==> src/iur_pkg.sv <==
// iur_pkg: shared types, codes and the crc-32 byte update for the image upload receiver
// no dependencies; imported by iur_ctrl, iur_out_seq and the top level
`default_nettype none

package iur_pkg;

    localparam int CHUNK_LEN_DEF = 64;
    localparam int MAX_IMAGE_DEF = 262144;

    // results one received byte can cause at most
    localparam int MAX_RES = 5;
    localparam int CNT_W   = 3;

    localparam int LIMIT_W = 19;
    localparam int ADDR_W  = 18;
    localparam logic [LIMIT_W-1:0] LIMIT_RESET = 19'h40000;

    // result kinds
    localparam logic [1:0] KIND_TX     = 2'd0;
    localparam logic [1:0] KIND_MEM    = 2'd1;
    localparam logic [1:0] KIND_STATUS = 2'd2;

    // status codes
    localparam logic [2:0] ST_RUN      = 3'd0;
    localparam logic [2:0] ST_OK       = 3'd1;
    localparam logic [2:0] ST_BAD_SIZE = 3'd2;
    localparam logic [2:0] ST_BAD_CMD  = 3'd3;
    localparam logic [2:0] ST_CRC_BAD  = 3'd4;

    // led drive
    localparam logic [1:0] LED_OFF   = 2'd0;
    localparam logic [1:0] LED_WAIT  = 2'd1;
    localparam logic [1:0] LED_LOADA = 2'd2;
    localparam logic [1:0] LED_LOADB = 2'd3;

    // protocol characters
    localparam logic [7:0] CH_A  = 8'h41;
    localparam logic [7:0] CH_B  = 8'h42;
    localparam logic [7:0] CH_C  = 8'h43;
    localparam logic [7:0] CH_R  = 8'h52;
    localparam logic [7:0] CH_Z  = 8'h5A;
    localparam logic [7:0] CH_LR = 8'h72;

    localparam logic [31:0] CRC_POLY = 32'hEDB88320;
    localparam logic [31:0] CRC_INIT = 32'hFFFFFFFF;

    typedef struct packed {
        logic [1:0]        kind;
        logic [7:0]        byte_value;
        logic [ADDR_W-1:0] write_address;
        logic [1:0]        led_pattern;
        logic [2:0]        status;
    } result_t;

    // a group of results handed from the control to the output sequencer
    typedef struct packed {
        logic                     load;
        logic [CNT_W-1:0]         cnt;
        result_t [MAX_RES-1:0]    res;
    } bundle_t;

    function automatic result_t mk_result(input logic [1:0] kind, input logic [7:0] value,
                                          input logic [ADDR_W-1:0] addr,
                                          input logic [1:0] led, input logic [2:0] st);
        result_t r;
        r.kind          = kind;
        r.byte_value    = value;
        r.write_address = addr;
        r.led_pattern   = led;
        r.status        = st;
        return r;
    endfunction

    // reflected crc-32, one byte, lsb first
    function automatic logic [31:0] crc_byte(input logic [31:0] crc, input logic [7:0] b);
        logic [31:0] c;
        c = crc ^ {24'd0, b};
        for (int i = 0; i < 8; i++)
        begin
            c = {1'b0, c[31:1]} ^ (c[0] ? CRC_POLY : 32'd0);
        end
        return c;
    endfunction

endpackage

`default_nettype wire

==> src/image_upload_receiver_crc32_core.sv <==
// image_upload_receiver_crc32_core: top level of the serial image upload receiver
// depends on iur_pkg, iur_in_stage, iur_ctrl and iur_out_seq
`default_nettype none

// channel   | direction | handshake          | payload
// ----------+-----------+--------------------+--------------------------------------------
// rx        | in        | in_valid/in_stall  | rx_byte
// result    | out       | out_valid/out_stall| kind byte_value write_address led_pattern
//           |           |                    | status last
// config    | in        | max_image_bytes_we | max_image_bytes
//
// a received byte is held in the input register, then the control stage handles it
//   combinationally and loads its results into the result register
// a byte can be taken every cycle unless its results must wait; results leave one per cycle
//   unless stalled; a byte's k results hold back the next one (data bytes: 1, chunk ends: 2)
// the result register is freed in the same cycle its last result is taken
// reset clears all protocol state; crc starts at all ones, ack letter at 'C'
// stalls on the result side back up into in_stall once the input register is full

module image_upload_receiver_crc32_core
    import iur_pkg::*;
#(
    parameter int CHUNK_LEN = CHUNK_LEN_DEF,
    parameter int MAX_IMAGE = MAX_IMAGE_DEF
)
(
    input  wire logic               clk,
    input  wire logic               rst_n,

    // configuration write
    input  wire logic               max_image_bytes_we,
    input  wire logic [LIMIT_W-1:0] max_image_bytes,

    // received byte requests
    input  wire logic               in_valid,
    output logic                    in_stall,
    input  wire logic [7:0]         rx_byte,

    // result requests
    output logic                    out_valid,
    input  wire logic               out_stall,
    output logic [1:0]              kind,
    output logic [7:0]              byte_value,
    output logic [ADDR_W-1:0]       write_address,
    output logic [1:0]              led_pattern,
    output logic [2:0]              status,
    output logic                    last
);

    logic       byte_valid;
    logic [7:0] byte_data;
    logic       byte_take;
    logic       load_ok;
    bundle_t    bundle;
    result_t    head;

    // input register
    iur_in_stage u_in
    (
        .clk        (clk),
        .rst_n      (rst_n),
        .in_valid   (in_valid),
        .in_stall   (in_stall),
        .rx_byte    (rx_byte),
        .byte_valid (byte_valid),
        .byte_data  (byte_data),
        .byte_take  (byte_take)
    );

    // protocol sequencing, size limit, crc and result building
    iur_ctrl #(
        .CHUNK_LEN (CHUNK_LEN),
        .MAX_IMAGE (MAX_IMAGE)
    ) u_ctrl
    (
        .clk                (clk),
        .rst_n              (rst_n),
        .max_image_bytes_we (max_image_bytes_we),
        .max_image_bytes    (max_image_bytes),
        .byte_valid         (byte_valid),
        .byte_data          (byte_data),
        .byte_take          (byte_take),
        .load_ok            (load_ok),
        .bundle             (bundle)
    );

    // result register, drained in order
    iur_out_seq u_out
    (
        .clk       (clk),
        .rst_n     (rst_n),
        .bundle    (bundle),
        .load_ok   (load_ok),
        .out_valid (out_valid),
        .out_stall (out_stall),
        .head      (head),
        .head_last (last)
    );

    // unpack the head result onto the field ports
    assign kind          = head.kind;
    assign byte_value    = head.byte_value;
    assign write_address = head.write_address;
    assign led_pattern   = head.led_pattern;
    assign status        = head.status;

endmodule

`default_nettype wire

==> src/iur_in_stage.sv <==
// iur_in_stage: one-entry input register for received bytes
// standalone, no package use
`default_nettype none

module iur_in_stage
(
    input  wire logic       clk,
    input  wire logic       rst_n,
    input  wire logic       in_valid,
    output logic            in_stall,
    input  wire logic [7:0] rx_byte,
    output logic            byte_valid,
    output logic [7:0]      byte_data,
    input  wire logic       byte_take
);

    logic       valid_reg;
    logic       valid_next;
    logic [7:0] data_reg;
    logic       accept;

    assign in_stall   = valid_reg && !byte_take;
    assign accept     = in_valid && !in_stall;
    assign byte_valid = valid_reg;
    assign byte_data  = data_reg;

    always_comb
    begin
        valid_next = valid_reg;
        if (accept)
        begin
            valid_next = 1'b1;
        end
        else if (byte_take)
        begin
            valid_next = 1'b0;
        end
    end

    always_ff @(posedge clk or negedge rst_n)
    begin
        if (!rst_n)
        begin
            valid_reg <= 1'b0;
        end
        else
        begin
            valid_reg <= valid_next;
        end
    end

    always_ff @(posedge clk)
    begin
        if (accept)
        begin
            data_reg <= rx_byte;
        end
    end

endmodule

`default_nettype wire

==> src/iur_ctrl.sv <==
// iur_ctrl: protocol state, size check, crc-32 and result building for one byte per cycle
// unless the byte's results must wait; uses iur_pkg; feeds bundles to iur_out_seq
`default_nettype none

module iur_ctrl
    import iur_pkg::*;
#(
    parameter int CHUNK_LEN = CHUNK_LEN_DEF,
    parameter int MAX_IMAGE = MAX_IMAGE_DEF
)
(
    input  wire logic               clk,
    input  wire logic               rst_n,
    input  wire logic               max_image_bytes_we,
    input  wire logic [LIMIT_W-1:0] max_image_bytes,
    input  wire logic               byte_valid,
    input  wire logic [7:0]         byte_data,
    output logic                    byte_take,
    input  wire logic               load_ok,
    output bundle_t                 bundle
);

    localparam int FILL_W = $clog2(CHUNK_LEN + 1);
    localparam logic [FILL_W-1:0] FILL_FULL = FILL_W'(CHUNK_LEN);
    localparam logic [31:0] MAX_IMAGE_32 = 32'(MAX_IMAGE);

    localparam logic [2:0] PH_WAIT = 3'd0;
    localparam logic [2:0] PH_SIZE = 3'd1;
    localparam logic [2:0] PH_DATA = 3'd2;
    localparam logic [2:0] PH_CMD  = 3'd3;
    localparam logic [2:0] PH_CRC  = 3'd4;
    localparam logic [2:0] PH_HALT = 3'd5;

    logic [2:0]         phase_reg,  phase_next;
    logic [1:0]         fbi_reg,    fbi_next;
    logic [31:0]        size_reg,   size_next;
    logic [LIMIT_W-1:0] rcv_reg,    rcv_next;
    logic [FILL_W-1:0]  fill_reg,   fill_next;
    logic               parity_reg, parity_next;
    logic [31:0]        crc_reg,    crc_next;
    logic [31:0]        exp_reg,    exp_next;
    logic [7:0]         ack_reg,    ack_next;
    logic [1:0]         led_reg,    led_next;
    logic [LIMIT_W-1:0] limit_reg;

    logic [31:0]        limit_eff;
    logic [31:0]        word_merged;
    logic [31:0]        word_base;
    logic [31:0]        calc;
    logic [LIMIT_W-1:0] rcv_inc;
    logic [FILL_W-1:0]  fill_inc;
    logic               chunk_full;
    logic               image_done;
    logic               par_flip;
    logic [CNT_W-1:0]   n;
    result_t [MAX_RES-1:0] res;
    logic               proceed;

    assign limit_eff = (32'(limit_reg) < MAX_IMAGE_32) ? 32'(limit_reg) : MAX_IMAGE_32;
    assign calc      = ~crc_reg;
    assign rcv_inc   = rcv_reg + 1'b1;
    assign fill_inc  = fill_reg + 1'b1;
    assign chunk_full = (fill_inc == FILL_FULL);
    assign image_done = (32'(rcv_inc) >= size_reg);
    assign par_flip   = parity_reg ^ chunk_full;

    // little-endian field gathering, shared by size and expected crc
    assign word_base = (phase_reg == PH_SIZE) ? size_reg : exp_reg;
    always_comb
    begin
        word_merged = word_base;
        case (fbi_reg)
            2'd0:    word_merged[7:0]   = byte_data;
            2'd1:    word_merged[15:8]  = byte_data;
            2'd2:    word_merged[23:16] = byte_data;
            default: word_merged[31:24] = byte_data;
        endcase
    end

    always_comb
    begin
        phase_next  = phase_reg;
        fbi_next    = fbi_reg;
        size_next   = size_reg;
        rcv_next    = rcv_reg;
        fill_next   = fill_reg;
        parity_next = parity_reg;
        crc_next    = crc_reg;
        exp_next    = exp_reg;
        ack_next    = ack_reg;
        led_next    = led_reg;
        n           = '0;
        res         = '0;

        case (phase_reg)
            PH_WAIT:
            begin
                if (byte_data == CH_R || byte_data == CH_LR)
                begin
                    led_next   = LED_LOADA;
                    res[0]     = mk_result(KIND_TX, CH_A, '0, LED_LOADA, ST_RUN);
                    n          = CNT_W'(1);
                    phase_next = PH_SIZE;
                    fbi_next   = '0;
                    size_next  = '0;
                end
            end
            PH_SIZE:
            begin
                size_next = word_merged;
                if (fbi_reg != 2'd3)
                begin
                    fbi_next = fbi_reg + 1'b1;
                end
                else
                begin
                    fbi_next = '0;
                    res[0]   = mk_result(KIND_TX, CH_B, '0, led_reg, ST_RUN);
                    n        = CNT_W'(1);
                    if (word_merged == 32'd0 || word_merged > limit_eff)
                    begin
                        led_next   = LED_OFF;
                        res[1]     = mk_result(KIND_STATUS, 8'd0, '0, LED_OFF, ST_BAD_SIZE);
                        n          = CNT_W'(2);
                        phase_next = PH_HALT;
                    end
                    else
                    begin
                        phase_next  = PH_DATA;
                        rcv_next    = '0;
                        fill_next   = '0;
                        parity_next = 1'b0;
                    end
                end
            end
            PH_DATA:
            begin
                res[0]    = mk_result(KIND_MEM, byte_data, rcv_reg[ADDR_W-1:0], led_reg, ST_RUN);
                n         = CNT_W'(1);
                crc_next  = crc_byte(crc_reg, byte_data);
                rcv_next  = rcv_inc;
                fill_next = fill_inc;
                if (chunk_full || image_done)
                begin
                    fill_next   = '0;
                    ack_next    = (ack_reg >= CH_Z) ? CH_A : ack_reg + 1'b1;
                    parity_next = par_flip;
                    led_next    = par_flip ? LED_LOADB : LED_LOADA;
                    res[1]      = mk_result(KIND_TX, ack_reg, '0,
                                            par_flip ? LED_LOADB : LED_LOADA, ST_RUN);
                    n           = CNT_W'(2);
                    if (image_done)
                    begin
                        phase_next = PH_CMD;
                    end
                end
            end
            PH_CMD:
            begin
                if (byte_data == CH_C)
                begin
                    phase_next = PH_CRC;
                    fbi_next   = '0;
                    exp_next   = '0;
                end
                else
                begin
                    led_next   = LED_OFF;
                    res[0]     = mk_result(KIND_STATUS, 8'd0, '0, LED_OFF, ST_BAD_CMD);
                    n          = CNT_W'(1);
                    phase_next = PH_HALT;
                end
            end
            PH_CRC:
            begin
                exp_next = word_merged;
                if (fbi_reg != 2'd3)
                begin
                    fbi_next = fbi_reg + 1'b1;
                end
                else
                begin
                    fbi_next   = '0;
                    res[0]     = mk_result(KIND_TX, ack_reg, '0, led_reg, ST_RUN);
                    res[1]     = mk_result(KIND_TX, calc[7:0], '0, led_reg, ST_RUN);
                    res[2]     = mk_result(KIND_TX, calc[15:8], '0, led_reg, ST_RUN);
                    res[3]     = mk_result(KIND_TX, calc[23:16], '0, led_reg, ST_RUN);
                    res[4]     = mk_result(KIND_TX, calc[31:24], '0, LED_OFF,
                                           (calc == word_merged) ? ST_OK : ST_CRC_BAD);
                    n          = CNT_W'(MAX_RES);
                    led_next   = LED_OFF;
                    phase_next = PH_HALT;
                end
            end
            default:
            begin
                // halted: bytes are dropped until reset
                n = '0;
            end
        endcase
    end

    // a byte with no results never waits on the output side
    assign proceed     = byte_valid && ((n == '0) || load_ok);
    assign byte_take   = proceed;
    assign bundle.load = proceed && (n != '0);
    assign bundle.cnt  = n;
    assign bundle.res  = res;

    always_ff @(posedge clk or negedge rst_n)
    begin
        if (!rst_n)
        begin
            phase_reg  <= PH_WAIT;
            fbi_reg    <= '0;
            size_reg   <= '0;
            rcv_reg    <= '0;
            fill_reg   <= '0;
            parity_reg <= 1'b0;
            crc_reg    <= CRC_INIT;
            exp_reg    <= '0;
            ack_reg    <= CH_C;
            led_reg    <= LED_WAIT;
            limit_reg  <= LIMIT_RESET;
        end
        else
        begin
            if (max_image_bytes_we)
            begin
                limit_reg <= max_image_bytes;
            end
            if (proceed)
            begin
                phase_reg  <= phase_next;
                fbi_reg    <= fbi_next;
                size_reg   <= size_next;
                rcv_reg    <= rcv_next;
                fill_reg   <= fill_next;
                parity_reg <= parity_next;
                crc_reg    <= crc_next;
                exp_reg    <= exp_next;
                ack_reg    <= ack_next;
                led_reg    <= led_next;
            end
        end
    end

endmodule

`default_nettype wire

==> src/iur_out_seq.sv <==
// iur_out_seq: result register that shifts out a bundle of up to five results, one per cycle
// unless stalled; uses iur_pkg; loaded by iur_ctrl
`default_nettype none

module iur_out_seq
    import iur_pkg::*;
(
    input  wire logic    clk,
    input  wire logic    rst_n,
    input  wire bundle_t bundle,
    output logic         load_ok,
    output logic         out_valid,
    input  wire logic    out_stall,
    output result_t      head,
    output logic         head_last
);

    result_t [MAX_RES-1:0] res_reg;
    result_t [MAX_RES-1:0] res_next;
    logic [CNT_W-1:0]      cnt_reg;
    logic [CNT_W-1:0]      cnt_next;
    logic                  take;

    assign out_valid = (cnt_reg != '0);
    assign take      = out_valid && !out_stall;
    assign load_ok   = (cnt_reg == '0) || ((cnt_reg == CNT_W'(1)) && take);
    assign head      = res_reg[0];
    assign head_last = (cnt_reg == CNT_W'(1));

    always_comb
    begin
        res_next = res_reg;
        cnt_next = cnt_reg;
        if (bundle.load)
        begin
            res_next = bundle.res;
            cnt_next = bundle.cnt;
        end
        else if (take)
        begin
            for (int i = 0; i < MAX_RES - 1; i++)
            begin
                res_next[i] = res_reg[i+1];
            end
            res_next[MAX_RES-1] = '0;
            cnt_next = cnt_reg - 1'b1;
        end
    end

    always_ff @(posedge clk or negedge rst_n)
    begin
        if (!rst_n)
        begin
            cnt_reg <= '0;
        end
        else
        begin
            cnt_reg <= cnt_next;
        end
    end

    always_ff @(posedge clk)
    begin
        res_reg <= res_next;
    end

`ifndef ASSERT_OFF
    a_cnt_bound: assert property (@(posedge clk) disable iff (!rst_n)
        cnt_reg <= CNT_W'(MAX_RES))
        else $error("result count above bundle size");

    a_no_overwrite: assert property (@(posedge clk) disable iff (!rst_n)
        bundle.load |-> (cnt_reg == '0 || (cnt_reg == CNT_W'(1) && take)))
        else $error("bundle loaded over pending results");

    a_load_nonempty: assert property (@(posedge clk) disable iff (!rst_n)
        bundle.load |-> (bundle.cnt != '0 && bundle.cnt <= CNT_W'(MAX_RES)))
        else $error("empty or oversized bundle loaded");

    a_load_shows: assert property (@(posedge clk) disable iff (!rst_n)
        bundle.load |=> (out_valid && cnt_reg == $past(bundle.cnt)))
        else $error("loaded bundle not presented");
`endif

endmodule

`default_nettype wire
==> config.mk <==
export PLATFORM = sky130hd
export DESIGN_NAME = image_upload_receiver_crc32_core
export DESIGN_NICKNAME = d
export VERILOG_FILES = /design/src/iur_pkg.sv /design/src/image_upload_receiver_crc32_core.sv /design/src/iur_in_stage.sv /design/src/iur_ctrl.sv /design/src/iur_out_seq.sv
export SDC_FILE = /design/constraint.sdc
export NUM_CORES = 1
export LEC_CHECK = 0
export BUFFER_PORTS_ARGS = -buffer_cell sky130_fd_sc_hd__buf_2
export CAP_MARGIN = 40
export CORE_AREA = 2 2 164 166
export CTS_BUF_LIST = sky130_fd_sc_hd__clkbuf_8
export DETAILED_ROUTE_END_ITERATION = 8
export DIE_AREA = 0 0 166 168
export PLACE_DENSITY = 0.8
export SETUP_SLACK_MARGIN = 0.2
export SYNTH_ARGS = -nofsm -noshare
export SYNTH_HDL_FRONTEND = slang
export SYNTH_SLANG_ARGS = --single-unit
==> constraint.sdc <==
create_clock -name clk -period 4.6 [get_ports clk]
set_clock_uncertainty 0.05 [all_clocks]
set_input_delay 0.92 -clock clk [delete_from_list [all_inputs] [get_ports clk]]
set_output_delay 0.92 -clock clk [all_outputs]
set_load 0.1 [all_outputs]
Yosys cells after proc, flatten, opt, wreduce, memory -nomap -nowiden
Cells that the tools add are included.
Widths: inputs -> output; s select.
{ "totals": {"regBits": 334, "latch_bits": 0, "ramBits": 0, "rom_bits": 0, "in_bits": 32, "word_cells": 193, "memories": 0} }
{ "op_classes": {"add_sub_neg": 5, "n_mul": 0, "div_mod_pow": 0, "magnitude_cmp": 4, "n_eq_ne": 22, "shift": 0, "mux": 73, "bitwise_logic": 11, "n_reduce_logical": 39} }
{ "ops": {"columns": ["op", "n"], "rows": [
  ["$mux 32", 11],
  ["$mux 165", 2],
  ["$xor 31x32->32", 8],
  ["$pmux 33 s5", 1],
  ["$mux 163", 1],
  ["$pmux 32 s2", 2],
  ["$pmux 33 s3", 1],
  ["$mux 97", 1],
  ["$mux 33", 2],
  ["$mux 66", 1],
  ["$mux 19", 3],
  ["$mux 8", 5],
  ["$pmux 19 s2", 1],
  ["$mux 3", 11],
  ["$eq 32x32->1", 1],
  ["$ge 19x32->1", 1],
  ["$gt 32x32->1", 1],
  ["$logic_not 32->1", 1],
  ["$not 32->32", 1],
  ["$xor 32x8->32", 1],
  ["$mux 31", 1],
  ["$mux 30", 1],
  ["$pmux 3 s5", 2],
  ["$eq 8x7->1 const B", 3],
  ["other kinds (39)", 91]
]} }

Longest topological paths before layout
{ "logic_depth": {"word_depth": 17, "mapped_depth": 19} }

By module
A second synthesis with hierarchy kept.
{ "hier_totals": {"cells_unflattened": 1644, "hier_area_um2": 18818.0} }
{ "by_module_without_submodules": {"columns": ["mod", "n_inst", "cells_per_inst", "area_each_um2", "seq_area_each_um2"], "rows": [
  ["iur_ctrl", 1, 1222, 11305.8, 3975.1],
  ["iur_out_seq", 1, 409, 7214.4, 5029.8],
  ["iur_in_stage", 1, 13, 297.8, 265.3]
]} }

Least setup slack after synthesis
OpenSTA, ideal clock, no wires.
{ "synth_timing": {"path_type": "reg2reg", "startpoint": "register u_in.data_reg[2] (netlist: u_in.byte_data[2])", "endpoint": "register u_out.res_reg (netlist bit u_out.head[0]), enable pin", "arrival_ps": 3670, "t_required_ps": 3756, "setup_slack_ps": 86, "path_stages_with_launch": 9, "synth_period_minus_slack_ps": 4514, "cell_sequence": "edfxtp_1 -> buf_4 -> or4b_4 -> or3_4 -> o21a_1 -> a221o_1 -> nand2_1 -> buf_2 -> nand2_1"} }
{ "synth_via": {"elab_chain_cells": 11, "elab_cells_between_ends": 22, "classes_between": "order compare (1); eq/ne (3); mux (9); reduce/logical (9)"} }
{ "synth_rtl": {"columns": ["element", "line", "text"], "rows": [
  ["start: declaration", "iur_in_stage.sv:19", "logic [7:0] data_reg;"],
  ["start signal: assignment", "iur_in_stage.sv:56", "data_reg <= rx_byte;"],
  ["$mux 8", "iur_ctrl.sv:72", "case (fbi_reg)"],
  ["$gt 32x32->1 / $logic_not 32->1 (equally long branches)", "iur_ctrl.sv:120", "if (word_merged == 32'd0 || word_merged > limit_eff)"],
  ["$logic_or 1x1->1", "iur_ctrl.sv:120", null],
  ["$mux 2", "iur_ctrl.sv:120", null],
  ["$mux 3", "iur_ctrl.sv:111", "if (fbi_reg != 2'd3)"],
  ["$pmux 3 s5 (*)", "iur_ctrl.sv:95", "case (phase_reg)"],
  ["$logic_not 3->1", "iur_ctrl.sv:204", "assign proceed = byte_valid && ((n == '0) || load_ok);"],
  ["$logic_or 1x1->1", "iur_ctrl.sv:204", null],
  ["$logic_and 1x1->1", "iur_ctrl.sv:204", null],
  ["$logic_and 1x1->1 (*)", "iur_ctrl.sv:206", "assign bundle.load = proceed && (n != '0);"],
  ["$reduce_bool 2->1 (no line) (*)", null, null],
  ["end signal: assignment", "iur_out_seq.sv:64", "res_reg <= res_next;"],
  ["end: declaration", "iur_out_seq.sv:18", "result_t [MAX_RES-1:0] res_reg;"]
]} }
Mark *: on every way between the ends. The rest lies on a longest branch, timed or not.
A chain may end at the register's enable or synchronous reset.

Final worst setup path
{ "layout_timing": {"startpoint": "register u_in.data_reg[2] (netlist: u_in.byte_data[2])", "endpoint": "output port in_stall"} }
{ "layout_via": {"elab_chain_cells": 11, "elab_cells_between_ends": 21, "classes_between": "order compare (1); eq/ne (3); mux (9); reduce/logical (8)"} }
{ "layout_rtl": {"columns": ["element", "line", "text"], "rows": [
  ["$mux 8", "iur_ctrl.sv:72", null],
  ["$gt 32x32->1 / $logic_not 32->1 (equally long branches)", "iur_ctrl.sv:120", null],
  ["$logic_or 1x1->1", "iur_ctrl.sv:120", null],
  ["$mux 2", "iur_ctrl.sv:120", null],
  ["$mux 3", "iur_ctrl.sv:111", null],
  ["$pmux 3 s5 (*)", "iur_ctrl.sv:95", null],
  ["$logic_not 3->1 (*)", "iur_ctrl.sv:204", null],
  ["$logic_or 1x1->1 (*)", "iur_ctrl.sv:204", null],
  ["$logic_and 1x1->1 (*)", "iur_ctrl.sv:204", null],
  ["$logic_not 1->1 (*)", "iur_in_stage.sv:22", "assign in_stall = valid_reg && !byte_take;"],
  ["$logic_and 1x1->1 (*)", "iur_in_stage.sv:22", null],
  ["end: declaration", "image_upload_receiver_crc32_core.sv:36", "output logic in_stall,"]
]} }
Marks and branches as above.

==> flow_metrics.py <==
metrics = {
    "outcome": {
        "outcome": "finished, final reports clean",
    },
    "clock_tree": {
        "h-tree-depth": 2,
        "clk_pin_slew_ns": 0.07,
        "clockBufferDepth": 3,
        "ctsHoldBuffers": 0,
        "worstSkewPairLatency_ns": 0.56,
        "cts_root_buf": "clkbuf_8",
        "cts_buffers": 43,
        "cts_tree": "done",
        "cts_sinks": 248,
    },
    "timing": {
        "rsz0062_at_grt": "no",
        "fmax_mhz": 231,
        "setup_violations": 0,
        "finalSetupTns_ns": 0,
        "slew_viol_final": 0,
        "finalHoldViolations": 0,
        "worst_pin_slew_ns": 0.894,
        "slew_headroom_pct": 40.4,
        "timing.final.crit_share_pct": 94.2,
        "period_needed_ns": 4.34,
    },
    "synthesis": {
        "synth_top_area_share_pct": 22.0,
        "yosysTopAreaCell": "dfrtp_1",
        "synth_edf_count": 87,
        "synth_cell_type_count": 73,
        "syn_area_per_cell_um2": 10.1,
        "ys.warnings.count": 0,
        "synthesis.nets": 1478,
        "synth_seq_area_share_pct": 47.5,
        "synth_area_um2": 14100,
        "synth_area_leaders": "dfrtp_1 (22%), edfxtp_1 (19%), dfstp_2 (6.9%)",
        "syn_inst": 1397,
        "synth_seq_cells": 248,
        "synthFlopType": "dfrtp_1",
        "async_flop_share_pct": 64.9,
    },
    "worst_hold_path": {
        "hp-class": "in -> async",
    },
    "grt": {
        "antenna_found_initial": 0,
        "grt_max_degree": 83,
        "grtUsageTotal_pct": 26.3,
        "grt_pass1_vias": 10600,
        "grt_pass1_wl_mm": 58.8,
        "grt_overflow": 0,
    },
    "cells_and_area": {
        "final_common_cell": "nand2_1",
        "final_nets": 1520,
        "drive_above_1_share_pct": 18.7,
        "fin_cells": 1815,
        "syn2layout_area_growth_pct": 11.0,
        "fill_cells": 2173,
        "n_antenna_cell": 0,
        "largest_reg_flops": 47,
        "fin_area_um2": 15600,
        "mostFrequentLayoutCells": "nand2_1 (162), dfrtp_1 (124), o21ai_0 (117)",
    },
    "setup_path": {
        "cp_max_fo": 7,
        "arrival_ns": 3.37,
        "critical_path.endpoint_type": "primary output",
        "worstSetupStartpointType": "flop",
        "criticalPathCategory": "reg -> out",
        "critPathRequiredTime_ns": 3.63,
    },
    "place": {
        "dp_hpwl_mm": 26.0,
        "gp_congestion": 1.01,
        "dpl_cell_area_um2": 14700,
        "port_buffers": 67,
        "dp.cells": 1733,
    },
    "drt": {
        "wire_per_inst_um": 20.2,
        "dr.pass1.iters": 6,
        "antenna_left": 0,
        "drt_iter0_markers": 1243,
        "drc": 0,
        "num_vias": 10900,
        "totalWireLength_mm": 36.7,
        "routed_via_density": 6.02,
    },
    "floorplanning": {
        "die_h_um": 168,
        "fp-row-count": 60,
        "initial_core_util_pct": 53.5,
        "die_w_um": 166,
        "coreArea_um2": 26400,
        "io_pins": 68,
        "dieArea_um2": 27900,
    },
    "job": {
        "drv_cap": 0,
    },
    "power": {
        "power.density_nw_per_um2": 504,
        "ir_worst_vdd_mv": 0.408,
        "p_leak_nw": 6.96,
        "power_w": 0.00788,
    },
}
==> critical path, stage by stage (launching register included) <==
cell and delay (ns):
edfxtp_1 0.61, or4b_4 0.64, or3_4 0.42, o21a_1 0.21
a221o_1 0.42, and3b_1 0.21, buf_2 0.29
==> repair_timing <==
action                     CTS  global route
gates cloned                 0             0
gates resized for setup      0             5
setup endpoints to repair    1            31
setup buffers                1             1
==> cells by family (layout without fill, tap and decap cells) <==
logic type      after synthesis  in the layout  share of synthesized area, %
xor+xnor                    138            138                          8.58
fa+ha+maj                    49             49                          4.35
flops                       248            248                          47.5
compound gates              330            330                          15.4
mux                          66             66                          4.99
buf+inv                     172            249                          5.75
simple gates                394            394                          13.5
==> per-stage QoR <==
| stage | setup slack [ns] | utilization [%] | hold slack (ns) |
|---|---|---|---|
| after floorplan | 0.399 | - | 0.394 |
| after global placement | 0.377 | 55.5 | 0.406 |
| after detailed placement | 0.263 | 55.8 | 0.435 |
| after CTS | 0.246 | 59.3 | 0.164 |
| after global routing | 0.205 | 59.4 | 0.186 |
| final | 0.265 | 59.4 | 0.182 |
==> worst paths after layout <==
| check | end | cells after the start | slack (ns) | start |
|---|---|---|---|---|
| max | in_stall | 6 | 0.26 | u_in.byte_data[2] |
| max in group asynchronous | u_ctrl.crc_reg[22] | 2 | 3.56 | rst_n |
| min | u_ctrl.exp_reg[5] | 1 | 0.18 | rst_n |
| min reg2reg | u_ctrl.exp_reg[18] | 2 | 0.45 | u_ctrl.exp_reg[18] |
| min in group clk | u_ctrl.exp_reg[18] | 2 | 0.45 | u_ctrl.exp_reg[18] |
| max reg2reg | u_ctrl.rcv_reg[5] | 14 | 0.35 | u_ctrl.phase_reg[2] |
==> power by group <==
part / total [W] / internal [W] / leakage (nW) / switching [W]
Combinational: 0.00292 / 0.000989 / 3.57 / 0.00193
Clock: 0.00212 / 0.00120 / 0.512 / 0.000925
Sequential: 0.00284 / 0.00266 / 2.87 / 0.000175
Total: 0.00788 / 0.00485 / 6.96 / 0.00303
==> final cells by class <==
class                      instances  area [um^2]  share of cell area (%)
sequential                       248         6690                    42.7
clock buffer                      52          716                    4.57
timing repair buffer             120          805                    5.14
tap                              341          427                    2.73
inverter                          49          184                    1.18
clock inverter                    28          200                    1.28
multi-input combinational        977         6630                    42.3
==> metal layers <==
metal / routed length (um) / up-vias / track usage [%]
li1: - / 5043 / -
met1: 15600 / 5260 / 36.5
met2: 16400 / 513 / 40.8
met3: 3010 / 109 / 4.42
met4: 1690 / 0 / 11.8
met5: 0 / - / 0
==> cell usage after synthesis (all sizes together) (8+ instances only) <==
master	number
mux2	34
nor2	58
xnor2	97
nor4	15
a22oi	8
a21o	20
and2	12
dfstp	37
inv	48
nand4	10
xor2	41
and3	33
o2bb2ai	10
dfrtp	124
clkbuf	61
ha	49
buf	62
a22o	42
o21ai	119
nor2b	14
o31ai	22
nand3	28
mux2i	32
nand2	165
nor3	30
a21oi	56
edfxtp	87
No activity file was read; power rests on OpenSTA's default activity.
